===== src/design/timed_alert_scheduler_assert.svh =====
// Assertion macros used by the back module.
`ifndef TIMED_ALERT_SCHEDULER_ASSERT_SVH
`define TIMED_ALERT_SCHEDULER_ASSERT_SVH
`ifndef SYNTHESIS
`define TAS_ASSERT(lbl, clk, rstn, prop, msg) \
  lbl: assert property (@(posedge clk) disable iff (!rstn) prop) else $error(msg);
`define TAS_NEVER(lbl, clk, rstn, cond, msg) \
  lbl: assert property (@(posedge clk) disable iff (!rstn) !(cond)) else $error(msg);
`else
`define TAS_ASSERT(lbl, clk, rstn, prop, msg)
`define TAS_NEVER(lbl, clk, rstn, cond, msg)
`endif
`endif


===== src/design/tas_pkg.sv =====
package tas_pkg;

  // Table size default.
  localparam int unsigned TableSlots = 16;

  // Depth of the queue between the front and the back.
  localparam int unsigned QueueDepth = 2;

  // Reciprocal of 1000 scaled by 2^37, for the millisecond to second split.
  localparam logic [27:0] RecipK = 28'd137438954;
  localparam int unsigned RecipShift = 37;

  typedef enum logic [1:0] {
    MODE_TICK   = 2'd0,
    MODE_ADD    = 2'd1,
    MODE_REMOVE = 2'd2,
    MODE_ACK    = 2'd3
  } mode_e;

  localparam logic [1:0] TONE_NONE   = 2'd0;
  localparam logic [1:0] TONE_NOTICE = 2'd1;
  localparam logic [1:0] TONE_TIME   = 2'd2;
  localparam logic [1:0] TONE_WARN   = 2'd3;

  // One classified word handed from the front to the back.
  typedef struct packed {
    mode_e              mode;
    logic [26:0]        now_ms;
    logic [17:0]        due_s;
    logic [7:0]         prio;
    logic [7:0]         page_id;
    logic [1:0]         tone;
    logic signed [19:0] base;  // offset plus whole seconds of now_ms
    logic signed [19:0] sec;   // tick second, truncated toward zero
    logic [9:0]         rem;   // milliseconds within the second
  } item_t;

  // One stored alert.
  typedef struct packed {
    logic [17:0] due;
    logic [7:0]  prio;
    logic [7:0]  page;
    logic [1:0]  tone;
    logic [15:0] order;
  } entry_t;

  // Lead time of each tone in ms.
  function automatic logic [11:0] lead_ms(input logic [1:0] tone);
    logic [11:0] v;
    case (tone)
      TONE_NOTICE: v = 12'd450;
      TONE_TIME:   v = 12'd3100;
      TONE_WARN:   v = 12'd400;
      default:     v = 12'd0;
    endcase
    return v;
  endfunction

  // Pattern length of each tone in ms.
  function automatic logic [11:0] pattern_len(input logic [1:0] tone);
    logic [11:0] v;
    case (tone)
      TONE_NOTICE: v = 12'd450;
      TONE_TIME:   v = 12'd4000;
      TONE_WARN:   v = 12'd400;
      default:     v = 12'd0;
    endcase
    return v;
  endfunction

  // Buzzer level of a pattern at a given elapsed time.
  function automatic logic pattern_on(input logic [1:0] tone, input logic [27:0] e);
    logic v;
    case (tone)
      TONE_NOTICE: v = (e < 28'd150) || (e >= 28'd300 && e < 28'd450);
      TONE_TIME:   v = (e < 28'd200) || (e >= 28'd1000 && e < 28'd1200) ||
                       (e >= 28'd2000 && e < 28'd2200) || (e >= 28'd3000 && e < 28'd4000);
      TONE_WARN:   v = (e < 28'd400);
      default:     v = 1'b0;
    endcase
    return v;
  endfunction

endpackage


===== src/design/timed_alert_scheduler.sv =====
// Channel  Direction  Handshake               Word
// cfg      in         cfg_valid_i/cfg_ready_o cfg_time_offset_s_i
// in       in         in_valid_i/in_ready_o   mode_i, now_ms_i, due_s_i, prio_i, page_id_i, tone_i
// out      out        out_valid_o/out_ready_i buzzer_o, fired_o, pending_page_o, dropped_o,
//                                             alert_count_o
// The front takes a new word only once the last one is pushed and splits tick time into seconds with two multiplies.
// A tick with no pattern running scans the table to drop stale alerts and pick the best one,
// and scans it again to clear alerts of that due second when one fires; an add searches for
// a free slot and a remove scans the table.
// Reset clears all control state and valid bits at once; no clearing pass is needed.
// A stalled output holds the back, and the queue then fills and holds the front.
module timed_alert_scheduler #(
  parameter int unsigned TABLE_SLOTS = tas_pkg::TableSlots
) (
  input  logic        clk_i,
  input  logic        rst_ni,
  input  logic        cfg_valid_i,
  output logic        cfg_ready_o,
  input  logic [17:0] cfg_time_offset_s_i,
  input  logic        in_valid_i,
  output logic        in_ready_o,
  input  logic [1:0]  mode_i,
  input  logic [26:0] now_ms_i,
  input  logic [17:0] due_s_i,
  input  logic [7:0]  prio_i,
  input  logic [7:0]  page_id_i,
  input  logic [1:0]  tone_i,
  output logic        out_valid_o,
  input  logic        out_ready_i,
  output logic        buzzer_o,
  output logic        fired_o,
  output logic [8:0]  pending_page_o,
  output logic        dropped_o,
  output logic [4:0]  alert_count_o
);

  tas_pkg::item_t push_data, pop_data;
  logic push_valid, push_ready, pop_valid, pop_ready;

  // Front: accepts and classifies words.
  tas_front u_front (
    .clk_i               (clk_i),
    .rst_ni              (rst_ni),
    .cfg_valid_i         (cfg_valid_i),
    .cfg_ready_o         (cfg_ready_o),
    .cfg_time_offset_s_i (cfg_time_offset_s_i),
    .in_valid_i          (in_valid_i),
    .in_ready_o          (in_ready_o),
    .mode_i              (mode_i),
    .now_ms_i            (now_ms_i),
    .due_s_i             (due_s_i),
    .prio_i              (prio_i),
    .page_id_i           (page_id_i),
    .tone_i              (tone_i),
    .push_valid_o        (push_valid),
    .push_ready_i        (push_ready),
    .push_data_o         (push_data)
  );

  // Queue between front and back.
  tas_queue u_queue (
    .clk_i        (clk_i),
    .rst_ni       (rst_ni),
    .push_valid_i (push_valid),
    .push_ready_o (push_ready),
    .push_data_i  (push_data),
    .pop_valid_o  (pop_valid),
    .pop_ready_i  (pop_ready),
    .pop_data_o   (pop_data)
  );

  // Back: alert table and buzzer.
  tas_back #(
    .TABLE_SLOTS (TABLE_SLOTS)
  ) u_back (
    .clk_i          (clk_i),
    .rst_ni         (rst_ni),
    .pop_valid_i    (pop_valid),
    .pop_ready_o    (pop_ready),
    .pop_data_i     (pop_data),
    .out_valid_o    (out_valid_o),
    .out_ready_i    (out_ready_i),
    .buzzer_o       (buzzer_o),
    .fired_o        (fired_o),
    .pending_page_o (pending_page_o),
    .dropped_o      (dropped_o),
    .alert_count_o  (alert_count_o)
  );

endmodule


===== src/design/tas_queue.sv =====
module tas_queue (
  input  logic          clk_i,
  input  logic          rst_ni,
  input  logic          push_valid_i,
  output logic          push_ready_o,
  input  tas_pkg::item_t push_data_i,
  output logic          pop_valid_o,
  input  logic          pop_ready_i,
  output tas_pkg::item_t pop_data_o
);

  localparam int unsigned Depth = tas_pkg::QueueDepth;
  localparam int unsigned PW = (Depth > 1) ? $clog2(Depth) : 1;
  localparam int unsigned CW = $clog2(Depth + 1);

  tas_pkg::item_t mem_q [Depth];
  logic [PW-1:0] wr_ptr_q, rd_ptr_q;
  logic [CW-1:0] cnt_q;
  logic push, pop;

  assign push_ready_o = (cnt_q != CW'(Depth));
  assign pop_valid_o  = (cnt_q != '0);
  assign pop_data_o   = mem_q[rd_ptr_q];
  assign push = push_valid_i && push_ready_o;
  assign pop  = pop_valid_o && pop_ready_i;

  // Storage for queued words.
  always_ff @(posedge clk_i) begin
    if (push) begin
      mem_q[wr_ptr_q] <= push_data_i;
    end
  end

  // Pointers and fill count.
  always_ff @(posedge clk_i or negedge rst_ni) begin
    if (!rst_ni) begin
      wr_ptr_q <= '0;
      rd_ptr_q <= '0;
      cnt_q    <= '0;
    end else begin
      if (push) begin
        wr_ptr_q <= (wr_ptr_q == PW'(Depth - 1)) ? '0 : wr_ptr_q + PW'(1);
      end
      if (pop) begin
        rd_ptr_q <= (rd_ptr_q == PW'(Depth - 1)) ? '0 : rd_ptr_q + PW'(1);
      end
      if (push && !pop) begin
        cnt_q <= cnt_q + CW'(1);
      end else if (pop && !push) begin
        cnt_q <= cnt_q - CW'(1);
      end
    end
  end

endmodule


===== src/design/tas_front.sv =====
module tas_front (
  input  logic          clk_i,
  input  logic          rst_ni,
  input  logic          cfg_valid_i,
  output logic          cfg_ready_o,
  input  logic [17:0]   cfg_time_offset_s_i,
  input  logic          in_valid_i,
  output logic          in_ready_o,
  input  logic [1:0]    mode_i,
  input  logic [26:0]   now_ms_i,
  input  logic [17:0]   due_s_i,
  input  logic [7:0]    prio_i,
  input  logic [7:0]    page_id_i,
  input  logic [1:0]    tone_i,
  output logic          push_valid_o,
  input  logic          push_ready_i,
  output tas_pkg::item_t push_data_o
);

  typedef enum logic [3:0] {
    F_IDLE = 4'b0001,
    F_MUL  = 4'b0010,
    F_REM  = 4'b0100,
    F_PUSH = 4'b1000
  } fstate_e;

  fstate_e state_q;
  logic signed [17:0] offset_q;
  tas_pkg::item_t item_q;
  logic [17:0] quot_q;
  logic [9:0]  rem_q;
  logic [54:0] recip_prod;
  logic [27:0] thou_prod;
  logic [26:0] rem_full;
  logic signed [19:0] base;

  assign cfg_ready_o  = 1'b1;
  assign in_ready_o   = (state_q == F_IDLE);
  assign push_valid_o = (state_q == F_PUSH);

  // Seconds and remainder of the tick time.
  assign recip_prod = {28'd0, item_q.now_ms} * {27'd0, tas_pkg::RecipK};
  assign thou_prod  = {10'd0, quot_q} * 28'd1000;
  assign rem_full   = item_q.now_ms - thou_prod[26:0];
  assign base       = {{2{offset_q[17]}}, offset_q} + $signed({2'b00, quot_q});

  // Outgoing word with the derived time fields filled in.
  always_comb begin
    push_data_o      = item_q;
    push_data_o.base = base;
    push_data_o.rem  = rem_q;
    push_data_o.sec  = base + (((base < 0) && (rem_q != '0)) ? 20'sd1 : 20'sd0);
  end

  // Offset register.
  always_ff @(posedge clk_i or negedge rst_ni) begin
    if (!rst_ni) begin
      offset_q <= '0;
    end else if (cfg_valid_i) begin
      offset_q <= $signed(cfg_time_offset_s_i);
    end
  end

  // Sequencer for one input word.
  always_ff @(posedge clk_i or negedge rst_ni) begin
    if (!rst_ni) begin
      state_q <= F_IDLE;
      item_q  <= '0;
      quot_q  <= '0;
      rem_q   <= '0;
    end else begin
      case (state_q)
        F_IDLE: begin
          if (in_valid_i) begin
            item_q.mode    <= tas_pkg::mode_e'(mode_i);
            item_q.now_ms  <= now_ms_i;
            item_q.due_s   <= due_s_i;
            item_q.prio    <= prio_i;
            item_q.page_id <= page_id_i;
            item_q.tone    <= tone_i;
            state_q        <= F_MUL;
          end
        end
        F_MUL: begin
          quot_q  <= recip_prod[tas_pkg::RecipShift +: 18];
          state_q <= F_REM;
        end
        F_REM: begin
          rem_q   <= rem_full[9:0];
          state_q <= F_PUSH;
        end
        F_PUSH: begin
          if (push_ready_i) begin
            state_q <= F_IDLE;
          end
        end
        default: state_q <= F_IDLE;
      endcase
    end
  end

endmodule


===== src/design/tas_back.sv =====
`include "timed_alert_scheduler_assert.svh"

module tas_back #(
  parameter int unsigned TABLE_SLOTS = tas_pkg::TableSlots
) (
  input  logic          clk_i,
  input  logic          rst_ni,
  input  logic          pop_valid_i,
  output logic          pop_ready_o,
  input  tas_pkg::item_t pop_data_i,
  output logic          out_valid_o,
  input  logic          out_ready_i,
  output logic          buzzer_o,
  output logic          fired_o,
  output logic [8:0]    pending_page_o,
  output logic          dropped_o,
  output logic [4:0]    alert_count_o
);

  localparam int unsigned IW = $clog2(TABLE_SLOTS);
  localparam int unsigned CW = $clog2(TABLE_SLOTS + 1);
  localparam logic [IW-1:0] LastIdx = IW'(TABLE_SLOTS - 1);

  typedef enum logic [6:0] {
    B_IDLE = 7'b0000001,
    B_DISP = 7'b0000010,
    B_SCAN = 7'b0000100,
    B_MUL  = 7'b0001000,
    B_FIRE = 7'b0010000,
    B_ADD  = 7'b0100000,
    B_DONE = 7'b1000000
  } bstate_e;

  typedef enum logic [1:0] {
    K_BEST   = 2'd0,
    K_REMOVE = 2'd1,
    K_CLEAR  = 2'd2
  } kind_e;

  bstate_e state_q;
  kind_e   kind_q;
  tas_pkg::item_t cur_q;

  tas_pkg::entry_t mem_q [TABLE_SLOTS];
  tas_pkg::entry_t rd_q;
  logic [TABLE_SLOTS-1:0] valid_q;
  logic [CW-1:0] count_q;
  logic [15:0] ins_cnt_q;
  logic signed [8:0] held_q;
  logic playing_q;
  logic [1:0] play_tone_q;
  logic [27:0] play_start_q;
  logic buzz_q;
  logic fired_q, dropped_q;

  logic [IW-1:0] scan_idx_q, chk_idx_q;
  logic issue_q, chk_vld_q;

  logic best_found_q;
  logic [17:0] best_due_q;
  logic [7:0]  best_prio_q;
  logic [15:0] best_age_q;
  logic [7:0]  best_page_q;
  logic [1:0]  best_tone_q;
  logic signed [30:0] prod_q;

  logic out_valid_q, out_buzz_q, out_fired_q, out_drop_q;
  logic [8:0] out_page_q;
  logic [4:0] out_count_q;

  logic [27:0] elapsed;
  logic signed [20:0] due_ext, sec_ext, gap_s;
  logic stale, better, hit, scan_end, mem_we;
  logic [15:0] age;
  logic [13:0] rhs;

  assign pop_ready_o    = (state_q == B_IDLE);
  assign out_valid_o    = out_valid_q;
  assign buzzer_o       = out_buzz_q;
  assign fired_o        = out_fired_q;
  assign pending_page_o = out_page_q;
  assign dropped_o      = out_drop_q;
  assign alert_count_o  = out_count_q;

  // Per-slot checks on the entry under the scan.
  always_comb begin
    elapsed = {1'b0, cur_q.now_ms} - play_start_q;
    due_ext = $signed({3'b000, rd_q.due});
    sec_ext = {cur_q.sec[19], cur_q.sec};
    stale   = (due_ext + 21'sd4) < sec_ext;
    age     = ins_cnt_q - rd_q.order;
    better  = !best_found_q || (rd_q.due < best_due_q) ||
              ((rd_q.due == best_due_q) && ((rd_q.prio < best_prio_q) ||
               ((rd_q.prio == best_prio_q) && (age > best_age_q))));
    case (kind_q)
      K_REMOVE: hit = (rd_q.page == cur_q.page_id);
      K_CLEAR:  hit = (rd_q.due == best_due_q);
      default:  hit = stale;
    endcase
    scan_end = chk_vld_q && (chk_idx_q == LastIdx);
    gap_s    = $signed({3'b000, best_due_q}) - {cur_q.base[19], cur_q.base};
    rhs      = 14'd16 + {4'd0, cur_q.rem} + {2'd0, tas_pkg::lead_ms(best_tone_q)};
    mem_we   = (state_q == B_ADD) && !valid_q[scan_idx_q];
  end

  // Alert table storage, one write and one registered read.
  always_ff @(posedge clk_i) begin
    if (mem_we) begin
      mem_q[scan_idx_q] <= '{due: cur_q.due_s, prio: cur_q.prio, page: cur_q.page_id,
                             tone: cur_q.tone, order: ins_cnt_q};
    end
    rd_q <= mem_q[scan_idx_q];
  end

  // Execution sequencer.
  always_ff @(posedge clk_i or negedge rst_ni) begin
    if (!rst_ni) begin
      state_q      <= B_IDLE;
      kind_q       <= K_BEST;
      cur_q        <= '0;
      valid_q      <= '0;
      count_q      <= '0;
      ins_cnt_q    <= '0;
      held_q       <= -9'sd1;
      playing_q    <= 1'b0;
      play_tone_q  <= tas_pkg::TONE_NONE;
      play_start_q <= '0;
      buzz_q       <= 1'b0;
      fired_q      <= 1'b0;
      dropped_q    <= 1'b0;
      scan_idx_q   <= '0;
      chk_idx_q    <= '0;
      issue_q      <= 1'b0;
      chk_vld_q    <= 1'b0;
      best_found_q <= 1'b0;
      best_due_q   <= '0;
      best_prio_q  <= '0;
      best_age_q   <= '0;
      best_page_q  <= '0;
      best_tone_q  <= '0;
      prod_q       <= '0;
      out_valid_q  <= 1'b0;
      out_buzz_q   <= 1'b0;
      out_fired_q  <= 1'b0;
      out_drop_q   <= 1'b0;
      out_page_q   <= '0;
      out_count_q  <= '0;
    end else begin
      if (out_valid_q && out_ready_i && (state_q != B_DONE)) begin
        out_valid_q <= 1'b0;
      end
      case (state_q)
        B_IDLE: begin
          if (pop_valid_i) begin
            cur_q     <= pop_data_i;
            fired_q   <= 1'b0;
            dropped_q <= 1'b0;
            state_q   <= B_DISP;
          end
        end
        // Route the word to its operation.
        B_DISP: begin
          scan_idx_q   <= '0;
          issue_q      <= 1'b1;
          chk_vld_q    <= 1'b0;
          best_found_q <= 1'b0;
          case (cur_q.mode)
            tas_pkg::MODE_TICK: begin
              kind_q <= K_BEST;
              if (playing_q && (elapsed < {16'd0, tas_pkg::pattern_len(play_tone_q)})) begin
                buzz_q  <= tas_pkg::pattern_on(play_tone_q, elapsed);
                state_q <= B_DONE;
              end else begin
                if (playing_q) begin
                  playing_q <= 1'b0;
                  buzz_q    <= 1'b0;
                end
                state_q <= B_SCAN;
              end
            end
            tas_pkg::MODE_ADD:    state_q <= B_ADD;
            tas_pkg::MODE_REMOVE: begin
              kind_q  <= K_REMOVE;
              state_q <= B_SCAN;
            end
            default: state_q <= B_DONE;
          endcase
        end
        // One slot read per cycle, checked in the cycle after its read.
        B_SCAN: begin
          if (issue_q) begin
            chk_idx_q <= scan_idx_q;
            chk_vld_q <= 1'b1;
            if (scan_idx_q == LastIdx) begin
              issue_q <= 1'b0;
            end else begin
              scan_idx_q <= scan_idx_q + IW'(1);
            end
          end else begin
            chk_vld_q <= 1'b0;
          end
          if (chk_vld_q && valid_q[chk_idx_q]) begin
            if (hit) begin
              valid_q[chk_idx_q] <= 1'b0;
              count_q            <= count_q - CW'(1);
            end else if (kind_q == K_BEST && better) begin
              best_found_q <= 1'b1;
              best_due_q   <= rd_q.due;
              best_prio_q  <= rd_q.prio;
              best_age_q   <= age;
              best_page_q  <= rd_q.page;
              best_tone_q  <= rd_q.tone;
            end
          end
          if (scan_end) begin
            if (kind_q == K_BEST) begin
              if (best_found_q || (valid_q[chk_idx_q] && !hit)) begin
                state_q <= B_MUL;
              end else begin
                state_q <= B_DONE;
              end
            end else begin
              state_q <= B_DONE;
            end
          end
        end
        B_MUL: begin
          prod_q  <= 31'(gap_s) * 31'sd1000;
          state_q <= B_FIRE;
        end
        // Fire when the remaining wait is under the margin.
        B_FIRE: begin
          if (prod_q < $signed({17'd0, rhs})) begin
            fired_q    <= 1'b1;
            held_q     <= $signed({1'b0, best_page_q});
            kind_q     <= K_CLEAR;
            scan_idx_q <= '0;
            issue_q    <= 1'b1;
            chk_vld_q  <= 1'b0;
            state_q    <= B_SCAN;
            if (best_tone_q != tas_pkg::TONE_NONE) begin
              playing_q    <= 1'b1;
              play_tone_q  <= best_tone_q;
              play_start_q <= {1'b0, cur_q.now_ms};
              buzz_q       <= tas_pkg::pattern_on(best_tone_q, 28'd0);
            end
          end else begin
            state_q <= B_DONE;
          end
        end
        // Search for the lowest free slot, and flag a drop when none is free.
        B_ADD: begin
          if (!valid_q[scan_idx_q]) begin
            valid_q[scan_idx_q] <= 1'b1;
            count_q             <= count_q + CW'(1);
            ins_cnt_q           <= ins_cnt_q + 16'd1;
            state_q             <= B_DONE;
          end else if (scan_idx_q == LastIdx) begin
            dropped_q <= 1'b1;
            state_q   <= B_DONE;
          end else begin
            scan_idx_q <= scan_idx_q + IW'(1);
          end
        end
        // Hand the result to the output register.
        B_DONE: begin
          if (!out_valid_q || out_ready_i) begin
            out_valid_q <= 1'b1;
            out_buzz_q  <= buzz_q;
            out_fired_q <= fired_q;
            out_drop_q  <= dropped_q;
            out_page_q  <= held_q;
            out_count_q <= 5'(count_q);
            if (cur_q.mode == tas_pkg::MODE_ACK) begin
              held_q <= -9'sd1;
            end
            state_q <= B_IDLE;
          end
        end
        default: state_q <= B_IDLE;
      endcase
    end
  end

  `TAS_ASSERT(a_count_match, clk_i, rst_ni, $countones(valid_q) == 32'(count_q), "count mismatch")
  `TAS_NEVER(a_fire_drop, clk_i, rst_ni, out_valid_q && out_fired_q && out_drop_q, "fire and drop")
  `TAS_NEVER(a_play_tone, clk_i, rst_ni, playing_q && (play_tone_q == tas_pkg::TONE_NONE), "silent play")
  `TAS_ASSERT(a_add_grows, clk_i, rst_ni, (state_q == B_ADD) && !valid_q[scan_idx_q] |=> count_q == $past(count_q) + CW'(1), "add count")

endmodule

===== config.mk =====
export PLATFORM = sky130hd
export DESIGN_NAME = timed_alert_scheduler
export DESIGN_NICKNAME = d
export VERILOG_FILES = /design/src/design/tas_pkg.sv /design/src/design/timed_alert_scheduler.sv /design/src/design/tas_queue.sv /design/src/design/tas_front.sv /design/src/design/tas_back.sv
export VERILOG_INCLUDE_DIRS = /design/src /design/src/design
export SDC_FILE = /design/constraint.sdc
export NUM_CORES = 2
export LEC_CHECK = 0
export ABC_CLOCK_PERIOD_IN_PS = 11710
export BUFFER_PORTS_ARGS = -buffer_cell sky130_fd_sc_hd__buf_4
export CAP_MARGIN = 20
export CORE_ASPECT_RATIO = 0.5
export CORE_MARGIN = 4
export CORE_UTILIZATION = 47
export DETAILED_ROUTE_END_ITERATION = 6
export GPL_ROUTABILITY_DRIVEN = 0
export HOLD_SLACK_MARGIN = 0.03
export PLACE_DENSITY = 0.69
export SETUP_SLACK_MARGIN = 0.5
export SLEW_MARGIN = 10
export SYNTH_ARGS = -nofsm -noshare
export SYNTH_HDL_FRONTEND = slang
export SYNTH_SLANG_ARGS = --single-unit

===== constraint.sdc =====
create_clock -name clk_i -period 11.71 [get_ports clk_i]
set_input_delay 1.171 -clock clk_i [delete_from_list [all_inputs] [get_ports clk_i]]
set_output_delay 1.171 -clock clk_i [all_outputs]
set_load 0.01 [all_outputs]

==> results.toml <==
[flow_run]
max_cap_violations = 0

[placed_design]
io_buffer_count = 106
hpwlAfterDp_um = 117000
dp_slack_ps = 4010

[finish]
drive_above_1_share_pct = 12.7
final_nets = 6837
diodes = 0
fin_util_pct = 52.5
area_growth_syn_to_layout_pct = 10.8

[detailed_routing]
routedWlPerCell_um = 21.7
via_per_inst = 5.51
ant_nets = 0
vias = 45600
drtIter0Drc = 3975
finalWirelength_um = 180000
drc_errors = 0
detailedRoute.firstPassIterationCount = 5

[clock_network]
postCtsSetupBuffers = 0
cts-resized-gates = 0
clock_latency_ps = 810
root_buffer = "clkbuf_16"
clk_pin_slew_worst_paths_ps = 70
cts_tree = "yes"
clkSinkCount = 1545
htreeDepth = 4
clockBufferDepth = 3
cts_buffers = 143
cts_hold_buf = 0

[global_routing]
grt_max_degree = 235
grt_usage_pct = 20.7
grt_pass1_vias = 48100
antenna_found_initial = 4
grt_pass1_wl_um = 282000
grt_overflow = 0

[worst_setup_path]
reg2reg_to = "u_back.prod_q[28]$_DFFE_PN0P_"
path_class = "flip-flop to flip-flop"
slowest_stage = "a221oi_2"
worstSetupEndpoint = "u_back.prod_q[28]$_DFFE_PN0P_"
startpoint_type = "flip-flop"
reg2reg_slack_ps = 3880
cp-end-kind = "flip-flop"
slowest_delay_ps = 630
crit_required_ps = 12400
rr_startpoint = "u_back.best_due_q[0]$_DFFE_PN0P_"
startpoint = "u_back.best_due_q[0]$_DFFE_PN0P_"
path_max_fanout = 7
worstRegToRegCells = 30
arrival_ps = 8510

[die]
die_w_um = 589
die_h_um = 299
rows = 106
dieArea_um2 = 176000
io_pins = 108
core_um2 = 167000
initial_core_util_pct = 47.4

[sta]
min_period_ps = 7830
clock-skew-final_ps = 72.0
setup_viol = 0
slew_viol_final = 0
fmax_mhz = 128
max_slew_margin_pct = 23.8
hold_violations = 0
worst_pin_slew_ps = 1140
grt_setup_unrepaired = "no"
hold_ws_ps = 386
setup_tns_ps = 0
worst_slack_ps = 3880
fin_crit_sh_pct = 66.8

[synth]
synth-edff-count = 1062
ys_seq_area_share_pct = 55.1
synthTopCellsByCount = "edfxtp_1, inv_1, ha_1"
ys_types = 94
ys.flop_type = "edfxtp_1"
synthTopCellsByArea = "edfxtp_1, dfrtp_1, ha_1"
synth_top_area_cell = "edfxtp_1"
syn_area_um2 = 79300
yosysTopAreaCellShare_pct = 40.2
yosysMostFrequentCell = "edfxtp_1"
synthArstFlopShare_pct = 27.9
synth_cells = 5739
yosysWarnings = 0
ys_ff_latch = 1545
syn_area_per_cell_um2 = 13.8
syn-num-nets = 6688

[min_path]
hold_path_class = "input pin to asynchronous set/reset pin"

[status]
status = "completed"
per-layer routing:
metal | wire length [µm] | share of wire (%) | GRT usage, % | up-vias
met3 | 11200 | 6.2 | 3.35 | 299
met2 | 86700 | 48 | 34.0 | 1341
li1 | - | - | - | 20700
met1 | 76700 | 43 | 28.4 | 23300
met5 | 0 | 0 | 0 | -
met4 | 5010 | 2.8 | 6.36 | 0
cell type report:
type	instances	area [µm²]
repair buffers	160	1260
clock inverters	67	923
clock buffers	198	4000
multi-input cells	3248	32200
well taps	2268	2840
flip-flops and latches	1545	43700
fillers	13600	79500
inverters	790	2970
cells in the final DEF (no fill, tap or decap), types with 22 or more instances in the layout:
cell,n
a21o_1,74
a21oi_1,133
a31oi_1,22
and3_1,24
buf_4,154
clkbuf_1,35
clkbuf_16,144
clkinv_1,22
dfrtp_1,415
dfxtp_1,52
edfxtp_1,1062
fa_1,303
ha_1,558
inv_1,785
mux2_1,46
mux2_2,46
mux2i_1,118
mux4_2,270
nand2_1,524
nand2b_1,31
nand3_1,61
nand4_1,31
nor2_1,141
nor2b_1,42
nor3_1,31
o21a_1,23
o21ai_0,273
o21ai_1,29
xnor2_1,136
xor2_1,74
worst min-delay path by stage:
| stage | slack, ps | cells past startpoint | to | from |
|---|---|---|---|---|
| global placement | 430 | 1 | u_back.best_tone_q[0]$_DFFE_PN0P_ | u_back.rd_q[16]$_DFF_P_ |
| finish | 390 | 1 | u_back.best_age_q[1]$_DFFE_PN0P_ | rst_ni |
| floorplan | 420 | 1 | u_back.best_tone_q[0]$_DFFE_PN0P_ | u_back.rd_q[16]$_DFF_P_ |
| detailed placement | 430 | 1 | u_back.best_tone_q[0]$_DFFE_PN0P_ | u_back.rd_q[16]$_DFF_P_ |
| global route | 410 | 1 | u_back.best_age_q[1]$_DFFE_PN0P_ | rst_ni |
| CTS | 350 | 1 | u_back.count_q[0]$_DFFE_PN0P_ | rst_ni |
stage by stage:
step / cell area [µm²] / std cells
3_3_place_gp: 83000 / 8010
3_5_place_dp: 83000 / 8010
4_1_cts: 87900 / 8275
6_report: 87900 / 8276
5_1_grt: 87900 / 8276
2_1_floorplan: 79300 / 5739
worst max-delay path, delay by kind of cell (launching register included):
family / cells / cell delay (ps)
adders and majority gates: 7 / 2980
AOI/OAI and AO/OA: 13 / 3040
and+or+nand+nor: 5 / 960
buffers and inverters: 4 / 220
xor gates and xnor gates: 1 / 150
DFF: 1 / 360
cell families after synthesis:
kind of cell,synth area share [%]
other,0.00473
adders and majority gates,16.5
buffers and inverters,4.50
AOI/OAI and AO/OA,5.28
DFF,55.1
xor gates and xnor gates,2.40
and+or+nand+nor,5.75
muxes,10.5
sequential cells by signal, summed over array words and instances (netlist names), 5 cells and up:
signal                 cells
u_front.rem_q             10
u_back.pending_page_o      9
u_back.rd_q               34
u_back.prod_q             28
u_back.best_due_q         18
u_back.held_q              9
u_back.cur_q             115
u_front.quot_q            18
u_back.best_page_q         8
u_back.state_q             7
u_back.alert_count_o       5
u_front.push_data_o       65
u_queue.mem_q            230
u_back.due_ext            18
u_back.count_q             5
u_back.mem_q             832
u_back.ins_cnt_q          16
u_back.best_age_q         16
u_back.best_prio_q         8
u_back.play_start_q       27
u_front.offset_q          18
u_back.valid_q            16
Power is left out: the tool's default activity adds up to more than one toggle a clock period on the data nets, which glitch-free logic cannot reach.
